==> config.mk <==
export PLATFORM = sky130hd
export DESIGN_NAME = kary_tree_common_ancestor
export DESIGN_NICKNAME = d
export VERILOG_FILES = /design/src/design/ktca_pkg.sv /design/src/design/ktca_front.sv /design/src/design/ktca_div.sv /design/src/design/ktca_back.sv /design/src/design/kary_tree_common_ancestor.sv
export SDC_FILE = /design/constraint.sdc
export NUM_CORES = 2
export LEC_CHECK = 0
export BUFFER_PORTS_ARGS = -buffer_cell sky130_fd_sc_hd__clkbuf_2
export CORE_MARGIN = 4
export CORE_UTILIZATION = 55
export DETAILED_ROUTE_END_ITERATION = 8
export PLACE_DENSITY = 0.71
export SYNTH_ARGS = -nofsm -noshare
export SYNTH_HDL_FRONTEND = slang
export SYNTH_SLANG_ARGS = --single-unit
==> constraint.sdc <==
create_clock -name clock -period 26.2 [get_ports clock]
set_input_delay 5.24 -clock clock [delete_from_list [all_inputs] [get_ports clock]]
set_output_delay 5.24 -clock clock [all_outputs]
set_load 0.005 [all_outputs]
==> src/design/ktca_pkg.sv <==
// Shared constants and types for the k-ary tree common ancestor block.
package ktca_pkg;

   localparam int NODE_BITS  = 32;
   localparam int MAX_LEVELS = 33;
   localparam int ARITY_BITS = 32;
   localparam int OUT_BITS   = 32;
   localparam int LVL_BITS   = $clog2(MAX_LEVELS);
   localparam int CNT_BITS   = $clog2(NODE_BITS + 1);

   localparam logic [NODE_BITS:0]   NODE_CAP  = (NODE_BITS + 1)'(1) << NODE_BITS;
   localparam logic [LVL_BITS-1:0]  LAST_LVL  = LVL_BITS'(MAX_LEVELS - 1);
   localparam logic [CNT_BITS-1:0]  LAST_STEP = CNT_BITS'(NODE_BITS - 1);

   // Classified item handed from the front to the back
   typedef struct packed {
      logic [ARITY_BITS-1:0] arity;
      logic [NODE_BITS-1:0]  lo;
      logic [NODE_BITS-1:0]  hi;
      logic                  chain;
   } item_type;

   // Queue status seen by the back
   typedef struct packed {
      logic     valid;
      item_type item;
   } queue_type;

endpackage

==> src/design/ktca_front.sv <==
// Front end: accept requests, normalize and order the nodes, queue them.
module ktca_front (
   input  logic                                clock,
   input  logic                                reset,
   input  logic                                req_valid,
   output logic                                req_stall,
   input  logic [ktca_pkg::ARITY_BITS-1:0]     req_arity,
   input  logic [31:0]                         req_node_a,
   input  logic [31:0]                         req_node_b,
   output ktca_pkg::queue_type                 q_out,
   input  logic                                q_pop
);

   logic [ktca_pkg::NODE_BITS-1:0] a_node, b_node;
   ktca_pkg::item_type             new_item;
   ktca_pkg::item_type             slot_ff [2];
   ktca_pkg::item_type             slot_in [2];
   logic [1:0]                     cnt_ff, cnt_in;
   logic                           push;

   // Classify: zero node means root, order the pair, flag chain trees
   always_comb begin
      a_node = ktca_pkg::NODE_BITS'(req_node_a);
      b_node = ktca_pkg::NODE_BITS'(req_node_b);
      if (a_node == '0) a_node = ktca_pkg::NODE_BITS'(1);
      if (b_node == '0) b_node = ktca_pkg::NODE_BITS'(1);
      new_item.arity = req_arity;
      new_item.lo    = (a_node < b_node) ? a_node : b_node;
      new_item.hi    = (a_node < b_node) ? b_node : a_node;
      new_item.chain = (req_arity <= ktca_pkg::ARITY_BITS'(1));
   end

   assign req_stall   = (cnt_ff == 2'd2);
   assign push        = req_valid && !req_stall;
   assign q_out.valid = (cnt_ff != 2'd0);
   assign q_out.item  = slot_ff[0];

   // Advance the two-entry queue
   always_comb begin
      slot_in[0] = slot_ff[0];
      slot_in[1] = slot_ff[1];
      cnt_in     = cnt_ff;
      if (q_pop) begin
         slot_in[0] = slot_ff[1];
         cnt_in     = cnt_in - 2'd1;
      end
      if (push) begin
         if (cnt_in == 2'd0) slot_in[0] = new_item;
         else                slot_in[1] = new_item;
         cnt_in = cnt_in + 2'd1;
      end
   end

   always_ff @(posedge clock) begin
      slot_ff[0] <= slot_in[0];
      slot_ff[1] <= slot_in[1];
      if (reset) cnt_ff <= 2'd0;
      else       cnt_ff <= cnt_in;
   end

endmodule

==> src/design/ktca_div.sv <==
// Iterative restoring divider, one quotient bit per cycle.
module ktca_div (
   input  logic                             clock,
   input  logic                             reset,
   input  logic                             start,
   input  logic [ktca_pkg::NODE_BITS-1:0]   dividend,
   input  logic [ktca_pkg::ARITY_BITS-1:0]  divisor,
   output logic                             done,
   output logic [ktca_pkg::NODE_BITS-1:0]   quotient
);

   logic [ktca_pkg::ARITY_BITS-1:0] rem_ff, rem_in;
   logic [ktca_pkg::NODE_BITS-1:0]  quo_ff, quo_in;
   logic [ktca_pkg::ARITY_BITS-1:0] div_ff;
   logic [ktca_pkg::CNT_BITS-1:0]   cnt_ff;
   logic                            busy_ff, done_ff;
   logic [ktca_pkg::ARITY_BITS:0]   trial;

   assign done     = done_ff;
   assign quotient = quo_ff;

   // One shift-subtract step
   always_comb begin
      trial = {rem_ff, quo_ff[ktca_pkg::NODE_BITS-1]};
      if (trial >= {1'b0, div_ff}) begin
         rem_in = ktca_pkg::ARITY_BITS'(trial - {1'b0, div_ff});
         quo_in = {quo_ff[ktca_pkg::NODE_BITS-2:0], 1'b1};
      end else begin
         rem_in = ktca_pkg::ARITY_BITS'(trial);
         quo_in = {quo_ff[ktca_pkg::NODE_BITS-2:0], 1'b0};
      end
   end

   always_ff @(posedge clock) begin
      if (reset) begin
         busy_ff <= 1'b0;
         done_ff <= 1'b0;
         cnt_ff  <= '0;
      end else begin
         done_ff <= 1'b0;
         if (start) begin
            busy_ff <= 1'b1;
            cnt_ff  <= '0;
         end else if (busy_ff) begin
            cnt_ff <= cnt_ff + ktca_pkg::CNT_BITS'(1);
            if (cnt_ff == ktca_pkg::LAST_STEP) begin
               busy_ff <= 1'b0;
               done_ff <= 1'b1;
            end
         end
      end
   end

   // Load operands or step the datapath
   always_ff @(posedge clock) begin
      if (start) begin
         rem_ff <= '0;
         quo_ff <= dividend;
         div_ff <= divisor;
      end else if (busy_ff) begin
         rem_ff <= rem_in;
         quo_ff <= quo_in;
      end
   end

endmodule

==> src/design/ktca_back.sv <==
// Back end: level build, offset lifting and node rebuild sequencer.
module ktca_back (
   input  logic                           clock,
   input  logic                           reset,
   input  ktca_pkg::queue_type            q_in,
   output logic                           q_pop,
   output logic                           rsp_valid,
   input  logic                           rsp_stall,
   output logic [ktca_pkg::OUT_BITS-1:0]  rsp_ancestor
);

   localparam int NB = ktca_pkg::NODE_BITS;

   typedef enum logic [8:0] {
      ST_IDLE  = 9'b000000001,
      ST_BUILD = 9'b000000010,
      ST_OFFS  = 9'b000000100,
      ST_LIFT  = 9'b000001000,
      ST_MEET  = 9'b000010000,
      ST_DIVB  = 9'b000100000,
      ST_DIVA  = 9'b001000000,
      ST_READ  = 9'b010000000,
      ST_FIN   = 9'b100000000
   } state_type;

   state_type                        state_ff;
   logic [ktca_pkg::ARITY_BITS-1:0]  k_ff;
   logic [NB-1:0]                    lo_ff, hi_ff, oa_ff, ob_ff, ans_ff;
   logic [NB:0]                      cum_ff, sz_ff, sa_ff, sb_ff, rd_ff;
   logic [ktca_pkg::LVL_BITS-1:0]    l_ff, la_ff, lb_ff;
   logic                             fa_ff, fb_ff, meet_ff;
   logic                             out_valid_ff;
   logic [ktca_pkg::OUT_BITS-1:0]    out_data_ff;
   logic [NB:0]                      start_mem [ktca_pkg::MAX_LEVELS];

   logic [NB+1:0]                    cum_sum;
   logic [NB:0]                      lvl_end;
   logic [NB+ktca_pkg::ARITY_BITS-1:0] prod;
   logic [NB:0]                      sz_next;
   logic                             hit_a, hit_b, out_free;
   logic                             div_start, div_done;
   logic [NB-1:0]                    div_dividend, div_quot;

   ktca_div u_div (
      .clock    (clock),
      .reset    (reset),
      .start    (div_start),
      .dividend (div_dividend),
      .divisor  (k_ff),
      .done     (div_done),
      .quotient (div_quot)
   );

   assign out_free     = !out_valid_ff || !rsp_stall;
   assign rsp_valid    = out_valid_ff;
   assign rsp_ancestor = out_data_ff;
   assign q_pop        = (state_ff == ST_IDLE) && q_in.valid;

   // Saturating level boundary and next level size
   always_comb begin
      cum_sum = {1'b0, cum_ff} + {1'b0, sz_ff};
      lvl_end = (cum_sum > {1'b0, ktca_pkg::NODE_CAP}) ? ktca_pkg::NODE_CAP
                                                       : (NB + 1)'(cum_sum);
      prod    = NB'(sz_ff) * k_ff;
      if (sz_ff >= ktca_pkg::NODE_CAP ||
          prod >= (NB + ktca_pkg::ARITY_BITS)'(ktca_pkg::NODE_CAP))
         sz_next = ktca_pkg::NODE_CAP;
      else
         sz_next = (NB + 1)'(prod);
      hit_a = !fa_ff && ({1'b0, lo_ff} <= lvl_end || l_ff == ktca_pkg::LAST_LVL);
      hit_b = !fb_ff && ({1'b0, hi_ff} <= lvl_end || l_ff == ktca_pkg::LAST_LVL);
   end

   // Launch divisions from the decision states
   always_comb begin
      div_start    = 1'b0;
      div_dividend = ob_ff;
      unique case (state_ff)
         ST_LIFT: div_start = (lb_ff > la_ff);
         ST_MEET: div_start = (oa_ff != ob_ff) && (l_ff != '0);
         ST_DIVB: begin
            div_start    = div_done && meet_ff;
            div_dividend = oa_ff;
         end
         default: div_start = 1'b0;
      endcase
   end

   // Level start table
   always_ff @(posedge clock) begin
      if (state_ff == ST_BUILD) start_mem[l_ff] <= cum_ff;
      rd_ff <= start_mem[l_ff];
   end

   // Sequencer
   always_ff @(posedge clock) begin
      if (reset) begin
         state_ff     <= ST_IDLE;
         out_valid_ff <= 1'b0;
      end else begin
         // Load a new result or drop the one just taken
         if (state_ff == ST_FIN && out_free) out_valid_ff <= 1'b1;
         else if (!rsp_stall)                out_valid_ff <= 1'b0;
         unique case (state_ff)
            ST_IDLE: begin
               if (q_in.valid) begin
                  k_ff   <= q_in.item.arity;
                  lo_ff  <= q_in.item.lo;
                  hi_ff  <= q_in.item.hi;
                  ans_ff <= q_in.item.lo;
                  cum_ff <= '0;
                  sz_ff  <= (NB + 1)'(1);
                  l_ff   <= '0;
                  fa_ff  <= 1'b0;
                  fb_ff  <= 1'b0;
                  state_ff <= q_in.item.chain ? ST_FIN : ST_BUILD;
               end
            end
            ST_BUILD: begin
               if (hit_a) begin
                  fa_ff <= 1'b1;
                  la_ff <= l_ff;
                  sa_ff <= cum_ff;
               end
               if (hit_b) begin
                  fb_ff <= 1'b1;
                  lb_ff <= l_ff;
                  sb_ff <= cum_ff;
               end
               cum_ff <= lvl_end;
               sz_ff  <= sz_next;
               l_ff   <= l_ff + ktca_pkg::LVL_BITS'(1);
               if (l_ff == ktca_pkg::LAST_LVL) state_ff <= ST_OFFS;
            end
            ST_OFFS: begin
               oa_ff    <= NB'({1'b0, lo_ff} - (NB + 1)'(1) - sa_ff);
               ob_ff    <= NB'({1'b0, hi_ff} - (NB + 1)'(1) - sb_ff);
               state_ff <= ST_LIFT;
            end
            ST_LIFT: begin
               meet_ff <= 1'b0;
               if (lb_ff > la_ff) begin
                  state_ff <= ST_DIVB;
               end else begin
                  l_ff     <= la_ff;
                  state_ff <= ST_MEET;
               end
            end
            ST_MEET: begin
               meet_ff <= 1'b1;
               if ((oa_ff != ob_ff) && (l_ff != '0)) begin
                  state_ff <= ST_DIVB;
               end else if (l_ff == '0) begin
                  ans_ff   <= NB'(1);
                  state_ff <= ST_FIN;
               end else begin
                  state_ff <= ST_READ;
               end
            end
            ST_DIVB: begin
               if (div_done) begin
                  ob_ff <= div_quot;
                  if (meet_ff) begin
                     state_ff <= ST_DIVA;
                  end else begin
                     lb_ff    <= lb_ff - ktca_pkg::LVL_BITS'(1);
                     state_ff <= ST_LIFT;
                  end
               end
            end
            ST_DIVA: begin
               if (div_done) begin
                  oa_ff    <= div_quot;
                  l_ff     <= l_ff - ktca_pkg::LVL_BITS'(1);
                  state_ff <= ST_MEET;
               end
            end
            ST_READ: begin
               ans_ff   <= NB'(rd_ff + {1'b0, oa_ff} + (NB + 1)'(1));
               state_ff <= ST_FIN;
            end
            ST_FIN: begin
               if (out_free) state_ff <= ST_IDLE;
            end
            default: state_ff <= ST_IDLE;
         endcase
      end
   end

   // Hold result data until taken
   always_ff @(posedge clock) begin
      if (state_ff == ST_FIN && out_free)
         out_data_ff <= ktca_pkg::OUT_BITS'(ans_ff);
   end

endmodule

==> src/design/kary_tree_common_ancestor.sv <==
// Top level of the k-ary tree lowest common ancestor block.
// Request channel (req_): arity and two one-based breadth-first node numbers,
// taken when req_valid is high and req_stall is low. A two-entry queue sits
// behind the request port, so requests are taken while the back end works.
// Response channel (rsp_): one ancestor number per request, in order, held
// in an output register until a cycle with rsp_stall low.
// Arity 0 or 1 goes from the queue through the idle and finish states to
// the output register. Other arities build the level boundaries for all
// MAX_LEVELS levels, compute the offsets, lift the deeper node one level
// per division on the shared iterative divider, with a decision state
// between divisions, then lift both nodes, two divisions per level, until
// they meet and, unless that is at the root, read the level start table.
// The divider sets the rate.
// Items are processed one at a time in the back end.
// Reset (synchronous, active high) empties the queue, returns the sequencer
// to idle and drops rsp_valid. While rsp_stall is high the result holds and
// the back end waits with its next result; the queue keeps taking requests until full.
module kary_tree_common_ancestor (
   input  logic        clock,
   input  logic        reset,
   input  logic        req_valid,
   output logic        req_stall,
   input  logic [31:0] req_arity,
   input  logic [31:0] req_node_a,
   input  logic [31:0] req_node_b,
   output logic        rsp_valid,
   input  logic        rsp_stall,
   output logic [31:0] rsp_ancestor
);

   ktca_pkg::queue_type q_link;
   logic                q_pop;

   ktca_front u_front (
      .clock      (clock),
      .reset      (reset),
      .req_valid  (req_valid),
      .req_stall  (req_stall),
      .req_arity  (req_arity),
      .req_node_a (req_node_a),
      .req_node_b (req_node_b),
      .q_out      (q_link),
      .q_pop      (q_pop)
   );

   ktca_back u_back (
      .clock        (clock),
      .reset        (reset),
      .q_in         (q_link),
      .q_pop        (q_pop),
      .rsp_valid    (rsp_valid),
      .rsp_stall    (rsp_stall),
      .rsp_ancestor (rsp_ancestor)
   );

   // Reset leaves both channels quiet
   a_reset_quiet: assert property (@(posedge clock)
      reset |=> !rsp_valid && !req_stall)
      else $error("channels not quiet after reset");

   // Ancestor number is never zero
   a_nonzero: assert property (@(posedge clock) disable iff (reset)
      rsp_valid |-> rsp_ancestor != 32'd0)
      else $error("zero ancestor returned");

   // Pop only from a non-empty queue
   a_pop_valid: assert property (@(posedge clock) disable iff (reset)
      q_pop |-> q_link.valid)
      else $error("pop from empty queue");

   // Stalled result stays presented
   a_rsp_hold: assert property (@(posedge clock) disable iff (reset)
      rsp_valid && rsp_stall |=> rsp_valid && $stable(rsp_ancestor))
      else $error("stalled result dropped");

endmodule

==> results.yml <==
run_status:
  status: "completed"
clocking:
  cts_root_buffer: "clkbuf_16"
  postCtsResizedCells: 0
  hold_buffers: 0
  cts_num_sinks: 1773
  post_cts_buffers: 0
  htree_levels: 4
  cts_buffers: 182
  clkTransAtPathRegs_ns: 0.07
  clk_latency_ns: 0.85
  cts_buffer_depth: 3
  cts_tree: "built"
setup_path:
  cpMaxStageDelayCell: "edfxtp_1"
  path_max_fanout: 33
  path_buf_inv: 4
  critPathTopFamily: "adder cells"
  endpoint_kind: "register"
  r2r-end: "u_back.sz_ff[16]$_SDFFCE_PP0P_"
  r2r_setup_slack_ns: 15.92
  critPathKind: "reg -> reg"
  cp_data_required_time_ns: 26.82
  start_kind: "register"
  rr_startpoint: "u_back.k_ff[2]$_DFFE_PP_"
  reg2reg_depth: 27
  slowest_delay_ns: 1.22
  cp_data_arrival_time_ns: 10.89
  path_common_cell: "fa_1"
global_route:
  grt_usage: 0.309
  grt_max_degree: 129
  grt_first_pass_wirelength_um: 481000
  grt-ovfl-total: 0
  antenna_found_initial: 18
  grt_pass1_vias: 75800
sta:
  fmax_mhz: 97.3
  setup-tns-final_ns: 0
  rsz0062_at_grt: "false"
  fin_skew_ns: 0.0808
  max_slew_margin: 0.134
  finalCritPeriodShare: 0.392
  finalHoldViolations: 0
  finalSetupViolCount: 0
  finalCriticalPeriod_ns: 10.28
  tightest_slew_ns: 1.30
  slew_violations: 0
logic_synthesis:
  synthCells: 9554
  netlist_top_cells_area: "edfxtp_1 (43%), fa_1 (16%), ha_1 (6.0%), inv_1 (3.8%), nand2_1 (3.7%)"
  async_flop_share: 0
  synth.distinct_cells: 107
  avgSynthCellArea_um2: 11.5
  synth_top_area_share: 0.435
  yosys_register_bits: 1773
  ys_seq_area_frac: 0.468
  synth_area_um2: 110000
  synth_top_area_cell: "edfxtp_1"
  synth_ff_type: "edfxtp_1"
  synth_fp_nets: 11100
  synth_edf_count: 1592
  ys.warnings.count: 0
hold_path:
  worstHoldStart: "u_back.ans_ff[15]$_DFFE_PP_"
  hold_path_depth: 0
  hp-class: "reg -> reg"
  min_to: "u_back.rsp_ancestor[15]$_DFFE_PP_"
routing:
  drc: 0
  num_vias: 76300
  drtIter0Drc: 8379
  vias_per_cell: 6.19
  drt_pre_antenna_iters: 7
  totalWireLength_um: 321000
  wl_per_cell_um: 26.1
  drtAntennaViolNets: 0
floorplan:
  start_util: 0.555
  die_x_um: 455
  core-area_um2: 198000
  dieArea_um2: 207000
  std_cell_rows: 163
  ios: 134
  die_height_um: 455
layout:
  num-fill-cells: 15600
  synthToLayoutAreaGrowth_pct: 8.94
  ff_latch_area_um2: 51400
  drive_gt1_frac: 0.0834
  final_common_cell: "edfxtp_1"
  multi_input_area_um2: 52600
  most-common-layout-cells: "edfxtp_1 (1592), inv_1 (1124), nand2_1 (1086)"
  fin_nets: 11100
  stdcell_count: 12300
  finish.utilization: 0.605
placement:
  detailed_place_hpwl_um: 222000
  place_inst: 12000
  routabilityCongestion: 0.973
  io_buffers: 133
run:
  drv_cap: 0
metrics by stage:
step                      cell area (um^2)  hold slack (ns)  worst slack (ns)
after floorplan                     110000            0.400             13.07
after global placement              114000            0.401             16.26
after detailed placement            114000            0.405             16.13
after CTS                           120000            0.392             16.02
after global routing                120000            0.400             15.46
final                               120000            0.396             15.92
worst reg2reg max path, cell delays in order (launching register included):
cell and delay (ns):
edfxtp_1 1.22, and2_1 0.31, fa_1 0.42, inv_1 0.09
fa_1 0.42, fa_1 0.48, fa_1 0.54, inv_1 0.05
fa_1 0.48, fa_1 0.54, fa_1 0.50, inv_1 0.05
fa_1 0.52, inv_1 0.06, ha_1 0.46, and4_1 0.36
or4b_1 0.49, a211oi_2 0.36, a211oi_4 0.12, a211oi_2 0.31
o21ai_0 0.18, mux2i_1 0.15, a211oi_1 0.24, o2111ai_1 0.19
nor4_1 0.30, and4_1 0.73, nand2_8 0.28, a31oi_1 0.23
worst max-delay path by stage:
stage	start	to	slack, ns	depth (start not counted)
floorplan	reset	u_back.hi_ff[0]$_DFFE_PP_	13.07	2
global placement	u_back.k_ff[2]$_DFFE_PP_	u_back.sz_ff[30]$_SDFFCE_PP0P_	16.26	27
detailed placement	u_back.k_ff[2]$_DFFE_PP_	u_back.sz_ff[15]$_SDFFCE_PP0P_	16.13	27
CTS	u_back.k_ff[2]$_DFFE_PP_	u_back.sz_ff[30]$_SDFFCE_PP0P_	16.02	27
global route	u_back.sz_ff[24]$_SDFFCE_PP0P_	u_back.sz_ff[30]$_SDFFCE_PP0P_	15.46	28
finish	u_back.k_ff[2]$_DFFE_PP_	u_back.sz_ff[16]$_SDFFCE_PP0P_	15.92	27
cell usage after synthesis, types with 23 or more instances:
| library cell | instances |
|---|---|
| a211oi_1 | 56 |
| a21o_1 | 120 |
| a21oi_1 | 349 |
| a221oi_1 | 83 |
| a22o_1 | 79 |
| a22oi_1 | 360 |
| a31oi_1 | 121 |
| and2_1 | 458 |
| and3_1 | 42 |
| buf_1 | 59 |
| clkbuf_1 | 458 |
| dfxtp_1 | 181 |
| edfxtp_1 | 1592 |
| fa_1 | 902 |
| ha_1 | 531 |
| inv_1 | 1125 |
| mux2_2 | 65 |
| nand2_1 | 1087 |
| nand2b_1 | 41 |
| nand3_1 | 153 |
| nand4_1 | 170 |
| nor2_1 | 385 |
| nor2b_1 | 41 |
| nor3_1 | 63 |
| nor4_1 | 40 |
| o211ai_1 | 23 |
| o21a_1 | 97 |
| o21ai_0 | 276 |
| o21bai_1 | 31 |
| or2_2 | 33 |
| xnor2_1 | 122 |
| xor2_1 | 77 |
flip-flops by register name (all words and copies together), names as in the netlist, 33 cells and up:
signal,flops
u_front.slot_ff,194
u_back.sz_ff,33
u_back.start_mem,1056
u_back.cum_ff,33
layout make-up:
cell class	count	area share
antenna	11	0.000230
tap	2640	0.0276
clock buffer	245	0.0414
timing repair buffer	319	0.0174
sequential	1773	0.429
inverter	1126	0.0353
clock inverter	100	0.00991
multi-input combinational	6118	0.439
logic make-up after synthesis:
logic type / Yosys count / synth area share
DFF: 1773 / 0.468
adders and majority gates: 1433 / 0.225
buffers and inverters: 1663 / 0.0579
xor gates and xnor gates: 200 / 0.0161
AOI/OAI and AO/OA: 1795 / 0.112
muxes: 81 / 0.00811
and+or+nand+nor: 2609 / 0.114
routing by layer:
layer	vias to the layer above	GRT usage	wire [um]
met4	6	0.107	12700
met3	572	0.0626	32500
met2	3835	0.477	144000
met1	38700	0.442	132000
met5	-	0	36
li1	33200	-	-
Power is left out: the tool's default activity adds up to more than one toggle a clock period on the data nets, which glitch-free logic cannot reach.
